`src/hdl/timestamped_frame_buffer_lookup_top_assert.svh`:
```
// Assertion shorthands, clocked on clk and disabled while arst_n is low.
`ifndef TIMESTAMPED_FRAME_BUFFER_LOOKUP_TOP_ASSERT_SVH
`define TIMESTAMPED_FRAME_BUFFER_LOOKUP_TOP_ASSERT_SVH

// Same-cycle implication.
`define TFBL_ASSERT_NOW(name, ante, cons, msg) \
	name: assert property (@(posedge clk) disable iff (!arst_n) (ante) |-> (cons)) \
		else $error(msg);

// Next-cycle implication.
`define TFBL_ASSERT_NEXT(name, ante, cons, msg) \
	name: assert property (@(posedge clk) disable iff (!arst_n) (ante) |=> (cons)) \
		else $error(msg);

`endif

```
`src/hdl/tfbl_pkg.sv`:
```
package tfbl_pkg;

	localparam int unsigned DEPTH_DEF = 16;
	localparam int unsigned TIME_W    = 64;
	localparam int unsigned HANDLE_W  = 16;
	localparam int unsigned MODE_W    = 2;
	localparam int unsigned CFG_W     = 5;
	localparam int unsigned COUNT_W   = 5;

	localparam logic [MODE_W-1:0] MODE_ADD    = 2'd0;
	localparam logic [MODE_W-1:0] MODE_REMOVE = 2'd1;
	localparam logic [MODE_W-1:0] MODE_FIND   = 2'd2;

	localparam logic [CFG_W-1:0] MAX_ENTRIES_RST = 5'd16;

	typedef struct packed {
		logic [MODE_W-1:0]   mode;
		logic [TIME_W-1:0]   key_time;
		logic [HANDLE_W-1:0] entry_handle;
		logic [TIME_W-1:0]   tolerance;
	} tfbl_in_t;

	typedef struct packed {
		logic                found;
		logic [HANDLE_W-1:0] found_handle;
		logic [TIME_W-1:0]   found_time;
		logic [COUNT_W-1:0]  entry_count;
		logic [TIME_W-1:0]   oldest_time;
	} tfbl_out_t;

	typedef struct packed {
		logic [TIME_W-1:0]   frame_time;
		logic [HANDLE_W-1:0] handle;
	} tfbl_rec_t;

	typedef struct packed {
		logic load;
		logic add_wr;
		logic scan_rd;
		logic commit;
		logic head_rd;
		logic out_ld;
	} tfbl_cmd_t;

	typedef struct packed {
		logic [MODE_W-1:0] mode;
		logic              empty;
		logic              scan_last;
		logic              pipe_busy;
	} tfbl_stat_t;

endpackage

```
`src/hdl/tfbl_ram.sv`:
```
module tfbl_ram #(
	parameter int unsigned WIDTH = 8,
	parameter int unsigned DEPTH = 16,
	localparam int unsigned AW = (DEPTH > 1) ? $clog2(DEPTH) : 1
) (
	input  logic             clk,
	input  logic             we,
	input  logic [AW-1:0]    waddr,
	input  logic [WIDTH-1:0] wdata,
	input  logic [AW-1:0]    raddr,
	output logic [WIDTH-1:0] rdata
);

	logic [WIDTH-1:0] mem [DEPTH];

	always_ff @(posedge clk) begin
		if (we) begin
			mem[waddr] <= wdata;
		end
		rdata <= mem[raddr];
	end

endmodule

```
`src/hdl/tfbl_ctrl.sv`:
```
module tfbl_ctrl (
	input  logic                  clk,
	input  logic                  arst_n,
	input  logic                  start,
	output logic                  busy,
	output tfbl_pkg::tfbl_cmd_t   ctl,
	input  tfbl_pkg::tfbl_stat_t  stat
);
	import tfbl_pkg::*;

	localparam logic [2:0] ST_IDLE     = 3'd0;
	localparam logic [2:0] ST_DISPATCH = 3'd1;
	localparam logic [2:0] ST_ADD      = 3'd2;
	localparam logic [2:0] ST_SCAN     = 3'd3;
	localparam logic [2:0] ST_DRAIN    = 3'd4;
	localparam logic [2:0] ST_HEAD     = 3'd5;
	localparam logic [2:0] ST_OUT      = 3'd6;

	logic [2:0] state_q;
	logic [2:0] state_d;

	always_ff @(posedge clk or negedge arst_n) begin
		if (!arst_n) begin
			state_q <= ST_IDLE;
		end else begin
			state_q <= state_d;
		end
	end

	always_comb begin
		state_d = state_q;
		ctl     = '0;
		case (state_q)
			ST_IDLE: begin
				if (start) begin
					ctl.load = 1'b1;
					state_d  = ST_DISPATCH;
				end
			end
			ST_DISPATCH: begin
				case (stat.mode)
					MODE_ADD: state_d = ST_ADD;
					MODE_REMOVE, MODE_FIND: state_d = stat.empty ? ST_HEAD : ST_SCAN;
					default: state_d = ST_HEAD;
				endcase
			end
			ST_ADD: begin
				ctl.add_wr = 1'b1;
				state_d    = ST_HEAD;
			end
			ST_SCAN: begin
				ctl.scan_rd = 1'b1;
				if (stat.scan_last) begin
					state_d = ST_DRAIN;
				end
			end
			ST_DRAIN: begin
				// wait for the last compaction write and best-match update
				if (!stat.pipe_busy) begin
					state_d = ST_HEAD;
				end
			end
			ST_HEAD: begin
				ctl.head_rd = 1'b1;
				ctl.commit  = 1'b1;
				state_d     = ST_OUT;
			end
			ST_OUT: begin
				ctl.out_ld = 1'b1;
				state_d    = ST_IDLE;
			end
			default: state_d = ST_IDLE;
		endcase
	end

	assign busy = (state_q != ST_IDLE);

endmodule

```
`src/hdl/tfbl_dp.sv`:
```
module tfbl_dp #(
	parameter int unsigned DEPTH = tfbl_pkg::DEPTH_DEF
) (
	input  logic                         clk,
	input  logic                         arst_n,
	input  tfbl_pkg::tfbl_cmd_t          ctl,
	output tfbl_pkg::tfbl_stat_t         stat,
	input  tfbl_pkg::tfbl_in_t           cmd,
	input  logic                         cfg_valid,
	output logic                         cfg_ready,
	input  logic [tfbl_pkg::CFG_W-1:0]   cfg_data,
	output logic                         done,
	output tfbl_pkg::tfbl_out_t          result
);
	import tfbl_pkg::*;

	localparam int unsigned AW = (DEPTH > 1) ? $clog2(DEPTH) : 1;
	localparam int unsigned CW = $clog2(DEPTH + 1);
	localparam int unsigned SW = CW + 1;
	localparam int unsigned LW = (CW > CFG_W) ? CW : CFG_W;

	function automatic logic [AW-1:0] wrap_add(input logic [AW-1:0] base,
			input logic [CW-1:0] off);
		logic [SW-1:0] sum;
		sum = SW'(base) + SW'(off);
		if (sum >= SW'(DEPTH)) begin
			sum = sum - SW'(DEPTH);
		end
		return sum[AW-1:0];
	endfunction

	tfbl_in_t         item_q;
	logic [CFG_W-1:0] max_q;
	logic [AW-1:0]    head_q;
	logic [CW-1:0]    count_q;
	logic [CW-1:0]    rd_idx_q;
	logic [CW-1:0]    wr_idx_q;
	logic             v_s1;
	logic             v_s2;
	logic [TIME_W-1:0] d_s2;
	tfbl_rec_t        rec_s2;
	logic             best_v_q;
	logic [TIME_W-1:0] best_d_q;
	tfbl_rec_t        best_rec_q;
	tfbl_out_t        result_q;
	logic             done_q;

	logic [LW-1:0]    max_ext;
	logic [LW-1:0]    lim_l;
	logic [CW-1:0]    lim;
	logic [AW-1:0]    add_head;
	logic [CW-1:0]    add_cnt;
	logic             keep;
	logic             ram_we;
	logic [AW-1:0]    ram_waddr;
	tfbl_rec_t        ram_wdata;
	logic [AW-1:0]    ram_raddr;
	tfbl_rec_t        ram_rdata;
	logic [TIME_W-1:0] abs_d;
	logic             hit;

	assign cfg_ready = 1'b1;

	// clamp the configured limit to 1..DEPTH
	always_comb begin
		max_ext = LW'(max_q);
		if (max_ext == '0) begin
			lim_l = LW'(1);
		end else if (max_ext > LW'(DEPTH)) begin
			lim_l = LW'(DEPTH);
		end else begin
			lim_l = max_ext;
		end
		lim = lim_l[CW-1:0];
	end

	// drop the oldest frames at once by advancing the head
	always_comb begin
		if (count_q >= lim) begin
			add_head = wrap_add(head_q, count_q - lim + CW'(1));
			add_cnt  = lim - CW'(1);
		end else begin
			add_head = head_q;
			add_cnt  = count_q;
		end
	end

	assign keep = v_s1 && (item_q.mode == MODE_REMOVE) && (ram_rdata.frame_time > item_q.key_time);

	always_comb begin
		if (ctl.add_wr) begin
			ram_we    = 1'b1;
			ram_waddr = wrap_add(add_head, add_cnt);
			ram_wdata = '{frame_time: item_q.key_time, handle: item_q.entry_handle};
		end else begin
			ram_we    = keep;
			ram_waddr = wrap_add(head_q, wr_idx_q);
			ram_wdata = ram_rdata;
		end
	end

	assign ram_raddr = ctl.head_rd ? head_q : wrap_add(head_q, rd_idx_q);

	tfbl_ram #(
		.WIDTH($bits(tfbl_rec_t)),
		.DEPTH(DEPTH)
	) u_ram (
		.clk  (clk),
		.we   (ram_we),
		.waddr(ram_waddr),
		.wdata(ram_wdata),
		.raddr(ram_raddr),
		.rdata(ram_rdata)
	);

	assign abs_d = (ram_rdata.frame_time >= item_q.key_time) ?
		(ram_rdata.frame_time - item_q.key_time) : (item_q.key_time - ram_rdata.frame_time);

	// a zero tolerance asks for an exact match, i.e. a zero distance
	assign hit = best_v_q && ((item_q.tolerance == '0) ? (best_d_q == '0) :
		(best_d_q < item_q.tolerance));

	always_ff @(posedge clk) begin
		if (ctl.load) begin
			item_q <= cmd;
		end
		d_s2   <= abs_d;
		rec_s2 <= ram_rdata;
		if (v_s2 && (!best_v_q || (d_s2 < best_d_q))) begin
			best_d_q   <= d_s2;
			best_rec_q <= rec_s2;
		end
		if (ctl.out_ld) begin
			result_q.found        <= hit;
			result_q.found_handle <= hit ? best_rec_q.handle : '0;
			result_q.found_time   <= hit ? best_rec_q.frame_time : '0;
			result_q.entry_count  <= COUNT_W'(count_q);
			result_q.oldest_time  <= (count_q == '0) ? '0 : ram_rdata.frame_time;
		end
	end

	always_ff @(posedge clk or negedge arst_n) begin
		if (!arst_n) begin
			max_q    <= MAX_ENTRIES_RST;
			head_q   <= '0;
			count_q  <= '0;
			rd_idx_q <= '0;
			wr_idx_q <= '0;
			v_s1     <= 1'b0;
			v_s2     <= 1'b0;
			best_v_q <= 1'b0;
			done_q   <= 1'b0;
		end else begin
			if (cfg_valid && cfg_ready) begin
				max_q <= cfg_data;
			end
			if (ctl.load) begin
				rd_idx_q <= '0;
				wr_idx_q <= '0;
				best_v_q <= 1'b0;
			end else begin
				if (ctl.scan_rd) begin
					rd_idx_q <= rd_idx_q + CW'(1);
				end
				if (keep) begin
					wr_idx_q <= wr_idx_q + CW'(1);
				end
				if (v_s2) begin
					best_v_q <= 1'b1;
				end
			end
			if (ctl.add_wr) begin
				head_q  <= add_head;
				count_q <= add_cnt + CW'(1);
			end
			if (ctl.commit && (item_q.mode == MODE_REMOVE)) begin
				count_q <= wr_idx_q;
			end
			v_s1   <= ctl.scan_rd;
			v_s2   <= v_s1 && (item_q.mode == MODE_FIND);
			done_q <= ctl.out_ld;
		end
	end

	assign stat.mode      = item_q.mode;
	assign stat.empty     = (count_q == '0);
	assign stat.scan_last = (rd_idx_q == (count_q - CW'(1)));
	assign stat.pipe_busy = v_s1 || v_s2;

	assign done   = done_q;
	assign result = result_q;

endmodule

```
`src/hdl/timestamped_frame_buffer_lookup_top.sv`:
```
// Frame buffer with nearest-timestamp lookup. Pulse start while busy is low to
// hand in one command; exactly one result follows on result, valid only in the
// single cycle that done is high, and it cannot be held off, so capture it then.
// A remove or a find walks the stored frames one per cycle through the single
// read port of the frame memory, and skips the walk when the buffer is empty.
// A new command may be started in the cycle done is high.
// max_entries may be written over the cfg channel at any idle time; lowering it
// trims the oldest frames only at the next add.
`include "timestamped_frame_buffer_lookup_top_assert.svh"

module timestamped_frame_buffer_lookup_top #(
	parameter int unsigned DEPTH = tfbl_pkg::DEPTH_DEF
) (
	input  logic                        clk,
	input  logic                        arst_n,
	input  logic                        start,
	output logic                        busy,
	input  tfbl_pkg::tfbl_in_t          cmd,
	output logic                        done,
	output tfbl_pkg::tfbl_out_t         result,
	input  logic                        cfg_valid,
	output logic                        cfg_ready,
	input  logic [tfbl_pkg::CFG_W-1:0]  cfg_data
);
	import tfbl_pkg::*;

	tfbl_cmd_t  ctl;
	tfbl_stat_t stat;

	tfbl_ctrl u_ctrl (
		.clk   (clk),
		.arst_n(arst_n),
		.start (start),
		.busy  (busy),
		.ctl   (ctl),
		.stat  (stat)
	);

	tfbl_dp #(
		.DEPTH(DEPTH)
	) u_dp (
		.clk      (clk),
		.arst_n   (arst_n),
		.ctl      (ctl),
		.stat     (stat),
		.cmd      (cmd),
		.cfg_valid(cfg_valid),
		.cfg_ready(cfg_ready),
		.cfg_data (cfg_data),
		.done     (done),
		.result   (result)
	);

	`TFBL_ASSERT_NEXT(a_accept_busy, start && !busy, busy, "accepted transfer did not raise busy")
	`TFBL_ASSERT_NEXT(a_done_pulse, done, !done, "done held for more than one cycle")
	`TFBL_ASSERT_NOW(a_miss_zero, done && !result.found,
		(result.found_handle == '0) && (result.found_time == '0), "miss with nonzero frame")
	`TFBL_ASSERT_NOW(a_empty_oldest, done && (result.entry_count == '0),
		result.oldest_time == '0, "empty buffer reports nonzero oldest time")

endmodule

```
`config.mk`:
```
export PLATFORM = sky130hd
export DESIGN_NAME = timestamped_frame_buffer_lookup_top
export DESIGN_NICKNAME = d
export VERILOG_FILES = /design/src/hdl/tfbl_pkg.sv /design/src/hdl/tfbl_ram.sv /design/src/hdl/tfbl_ctrl.sv /design/src/hdl/tfbl_dp.sv /design/src/hdl/timestamped_frame_buffer_lookup_top.sv
export VERILOG_INCLUDE_DIRS = /design/src /design/src/hdl
export SDC_FILE = /design/constraint.sdc
export NUM_CORES = 2
export LEC_CHECK = 0
export BUFFER_PORTS_ARGS = -buffer_cell sky130_fd_sc_hd__buf_2
export CORE_UTILIZATION = 40
export DETAILED_ROUTE_END_ITERATION = 10
export GPL_TIMING_DRIVEN = 1
export PLACE_DENSITY_LB_ADDON = 0.1
export RECOVER_POWER = 100
export SLEW_MARGIN = 20
export SYNTH_ARGS = -nofsm -noshare
export SYNTH_HDL_FRONTEND = slang
export SYNTH_HIERARCHICAL = 1
export SYNTH_SLANG_ARGS = --single-unit
export TNS_END_PERCENT = 10
```
`constraint.sdc`:
```
create_clock -name clk -period 19.4 [get_ports clk]
set_clock_uncertainty 0.15 [all_clocks]
set_input_delay 1.94 -clock clk [delete_from_list [all_inputs] [get_ports clk]]
set_output_delay 1.94 -clock clk [all_outputs]
set_load 0.05 [all_outputs]
```
==> reports/metrics.yaml <==
run_status:
  status: "complete, but fails checks"
  violations: "max-capacitance violations, max-slew violations"
worst_setup_path:
  critPathLaunchType: "register"
  r2r_start: "u_dp/item_q[98]"
  crit_required_ps: 19610
  rr_worst_depth: 14
  slowest_stage: "clkbuf_1"
  cp_top_family: "buffers and inverters"
  worstPathCellList: "inv_1 -> ha_1 -> nand2_1 -> o21ai_0 -> a21oi_1 -> o21ai_0 -> a221o_1 -> a21oi_1 -> a211oi_1 -> or2_2 -> nand3_1 -> nor2_1 -> clkbuf_1 -> clkbuf_1"
  regToRegSetupSlack_ps: 7400
  worst_path_largest_cell_delay_ps: 2720
  worst-path-buf-inv: 3
  worstPathArrival_ps: 12210
  path_class: "reg -> reg"
  critPathCaptureType: "register"
  path_max_fanout: 42
  reg2reg_to: "u_dp/u_ram/mem[14][36]"
detailed_routing:
  wirelength_mm: 252
  drt-initial-drc-count: 4448
  postRouteAntennaNets: 0
  vias_per_cell: 5.55
  drc: 0
  wire_per_inst_um: 30.2
  vias: 46380
  firstDrtPassIters: 5
cts:
  clkSlewWorstSetupHoldPaths_ps: 60
  cts_sinks: 1975
  ctsHoldBuffers: 0
  cts_max_level: 4
  post-cts-setup-buffer-count: 0
  cts_tree: "done"
  clk-insertion-delay-late_ps: 860
  cts_resized: 0
  cts_buffers: 208
  clockBufferDepth: 3
  cts_root_buf: "clkbuf_16"
timing:
  drv_slew: 2325
  tightestPinTransition_ps: 6010
  fin_crit_sh: 0.619
  finalCriticalPeriod_ps: 12000
  layout_setup_ws_ps: 7400
  slew_headroom: -3.01
  finalSetupTns_ps: 0
  rsz0062_at_grt: "no"
  clock.fmax_mhz: 83.3
  setup_violations: 0
  hold_viol: 0
worst_hold_path:
  hold_path_class: "reg -> reg"
  hold-path-endpoint: "u_dp/rec_s2[0]"
  worst_hold_path.num_cells: 0
  hp-start: "u_dp/u_ram/rdata[0]"
layout:
  layout_common_cells: "edfxtp_1, clkbuf_1, mux4_2"
  post-route-util: 0.459
  nNetsFinal: 5935
  finalNonFillerCells: 8353
  layout_commonest_cell: "edfxtp_1"
  drive_above_1_share: 0.142
  areaGrowthSynthToFinish_pct: 13.8
place:
  hpwl_mm: 174
  placed_cells: 7955
  gp_congestion: 0.943
  dp_slack_ps: 12120
  port_buffers: 306
yosys:
  ys_seq_area_frac: 0.698
  synth-seq-cells: 1975
  yosys_warnings: 6
  synth_edf_count: 1720
  synthArstFlopShare: 0.0157
  synth_cell_types: 89
  synth_area_leaders: "edfxtp_1, mux4_2, dfxtp_1, ha_1, a21oi_1"
  synth_fp_nets: 5497
  synth_area_um2: 81500
  synth_top_area_cell: "edfxtp_1"
  postSynthCellCount: 5055
  synth_area_per_cell_um2: 16.1
  synth_top_area_frac: 0.633
  synth_ff_type: "edfxtp_1"
grt:
  grt_max_degree: 138
  grt_pass1_wl_mm: 355
  grt_pass1_vias: 47278
  grt_usage: 0.244
  grt_overflow: 0
  antenna_found_initial: 15
die:
  die_h_um: 453
  die-width_um: 453
  rows: 165
  core_um2: 202000
  io_pins: 308
  start_util: 0.403
  dieArea_um2: 206000
power:
  power_leakage_nw: 32.2
  ir_worst_vdd_uv: 217
  power_density_nw_per_um2: 200
  power.total_mw: 18.6
job:
  drv_cap: 59
kinds of logic (layout without fill, tap and decap cells):
group           Yosys count  after routing  synth area share
flops                  1975           1975             0.698
compound gates          955            955            0.0749
simple gates            843            843            0.0502
buf+inv                 537           1156            0.0281
mux                     365            365            0.0943
fa+ha+maj               287            287            0.0446
xor+xnor                 92             92           0.00988
other cells               1              8         0.0000460
cells in the mapped netlist, types with 7 or more instances:
master	n
a21oi_1	254
nor2_1	205
a211oi_1	15
a22oi_1	163
buf_6	18
mux2i_1	17
buf_1	30
a31oi_1	20
buf_4	16
nand4_1	83
xnor2_1	63
or3_1	10
nor3_1	29
nand2_1	282
ha_1	281
mux4_2	320
mux2_2	28
dfrtp_1	30
o31ai_1	12
buf_2	62
xor2_1	29
o211ai_1	12
edfxtp_1	1720
a21boi_0	12
a211o_1	9
nor2b_1	17
nor4_1	47
o21ai_0	213
o21ai_1	8
nand2b_1	12
and3_1	8
and2_1	84
o21a_1	16
a21o_1	107
dfxtp_1	224
nand3_1	27
o22ai_1	7
o21bai_1	53
inv_1	317
clkbuf_1	93
layout make-up:
class	count	area, um^2
Timing Repair Buffer	447	1940
Clock buffer	295	5810
Sequential cell	1975	56900
Clock inverter	96	1130
Tap cell	2672	3340
Fill cell	17921	110000
Antenna cell	7	17.5
Inverter	318	1190
Multi-Input combinational cell	2543	22400
sequential cells by signal (all words and copies together) (netlist names), 2 cells and up:
name	count
u_ctrl/state_q	3
u_dp/rd_idx_q	5
u_dp/item_q	144
u_dp/u_ram/mem	1280
u_dp/head_q	4
u_dp/result	150
u_dp/rec_s2	80
u_dp/best_rec_q	80
u_dp/best_d_q	64
u_dp/max_ext	5
u_dp/u_ram/rdata	80
u_dp/stat	2
u_dp/d_s2	64
u_dp/wr_idx_q	5
u_dp/count_q	5
metrics by stage:
| stage | cell area (um^2) | hold slack (ps) |
|---|---|---|
| finish | 92800 | 192 |
| global route | 92800 | 201 |
| CTS | 93600 | 197 |
| detailed placement | 86700 | 184 |
| global placement | 86600 | 185 |
| floorplan | 81500 | 177 |
worst register-to-register path, cell delays in order, from the launching register on:
cell and delay [ps]:
edfxtp_1 370, inv_1 60, ha_1 560, nand2_1 180, o21ai_0 330, a21oi_1 170
o21ai_0 850, a221o_1 570, a21oi_1 90, a211oi_1 1800, or2_2 430, nand3_1 180
nor2_1 1410, clkbuf_1 1580, clkbuf_1 2730
how the worst max path moves through the flow:
stage	from	end	slack, ps	cells after the start
after detailed placement	u_dp/item_q[98]	u_dp/u_ram/mem[14][37]	12120	14
after floorplan	u_dp/best_d_q[1]	u_dp/best_d_q[0]	5740	11
after CTS	u_dp/item_q[98]	u_dp/u_ram/mem[14][62]	12080	14
after global placement	u_dp/item_q[98]	u_dp/u_ram/mem[15][39]	11870	14
final	u_dp/item_q[98]	u_dp/u_ram/mem[14][36]	7400	14
after global routing	u_dp/item_q[98]	u_dp/u_ram/mem[14][62]	6780	14
metal layers:
metal  track usage  part of all wire
met1         0.330              0.43
met2         0.400              0.48
met3        0.0356             0.050
met4        0.0914             0.040
met5             0           0.00035
report_power, final:
part	leakage (nW)	total, mW	switching, mW	internal, mW
combinational	10.9	8.30	5.63	2.66
sequential	17.9	6.24	0.330	5.91
clock	3.38	4.01	1.70	2.31
Note: power is estimated with default switching activity, not from simulation.
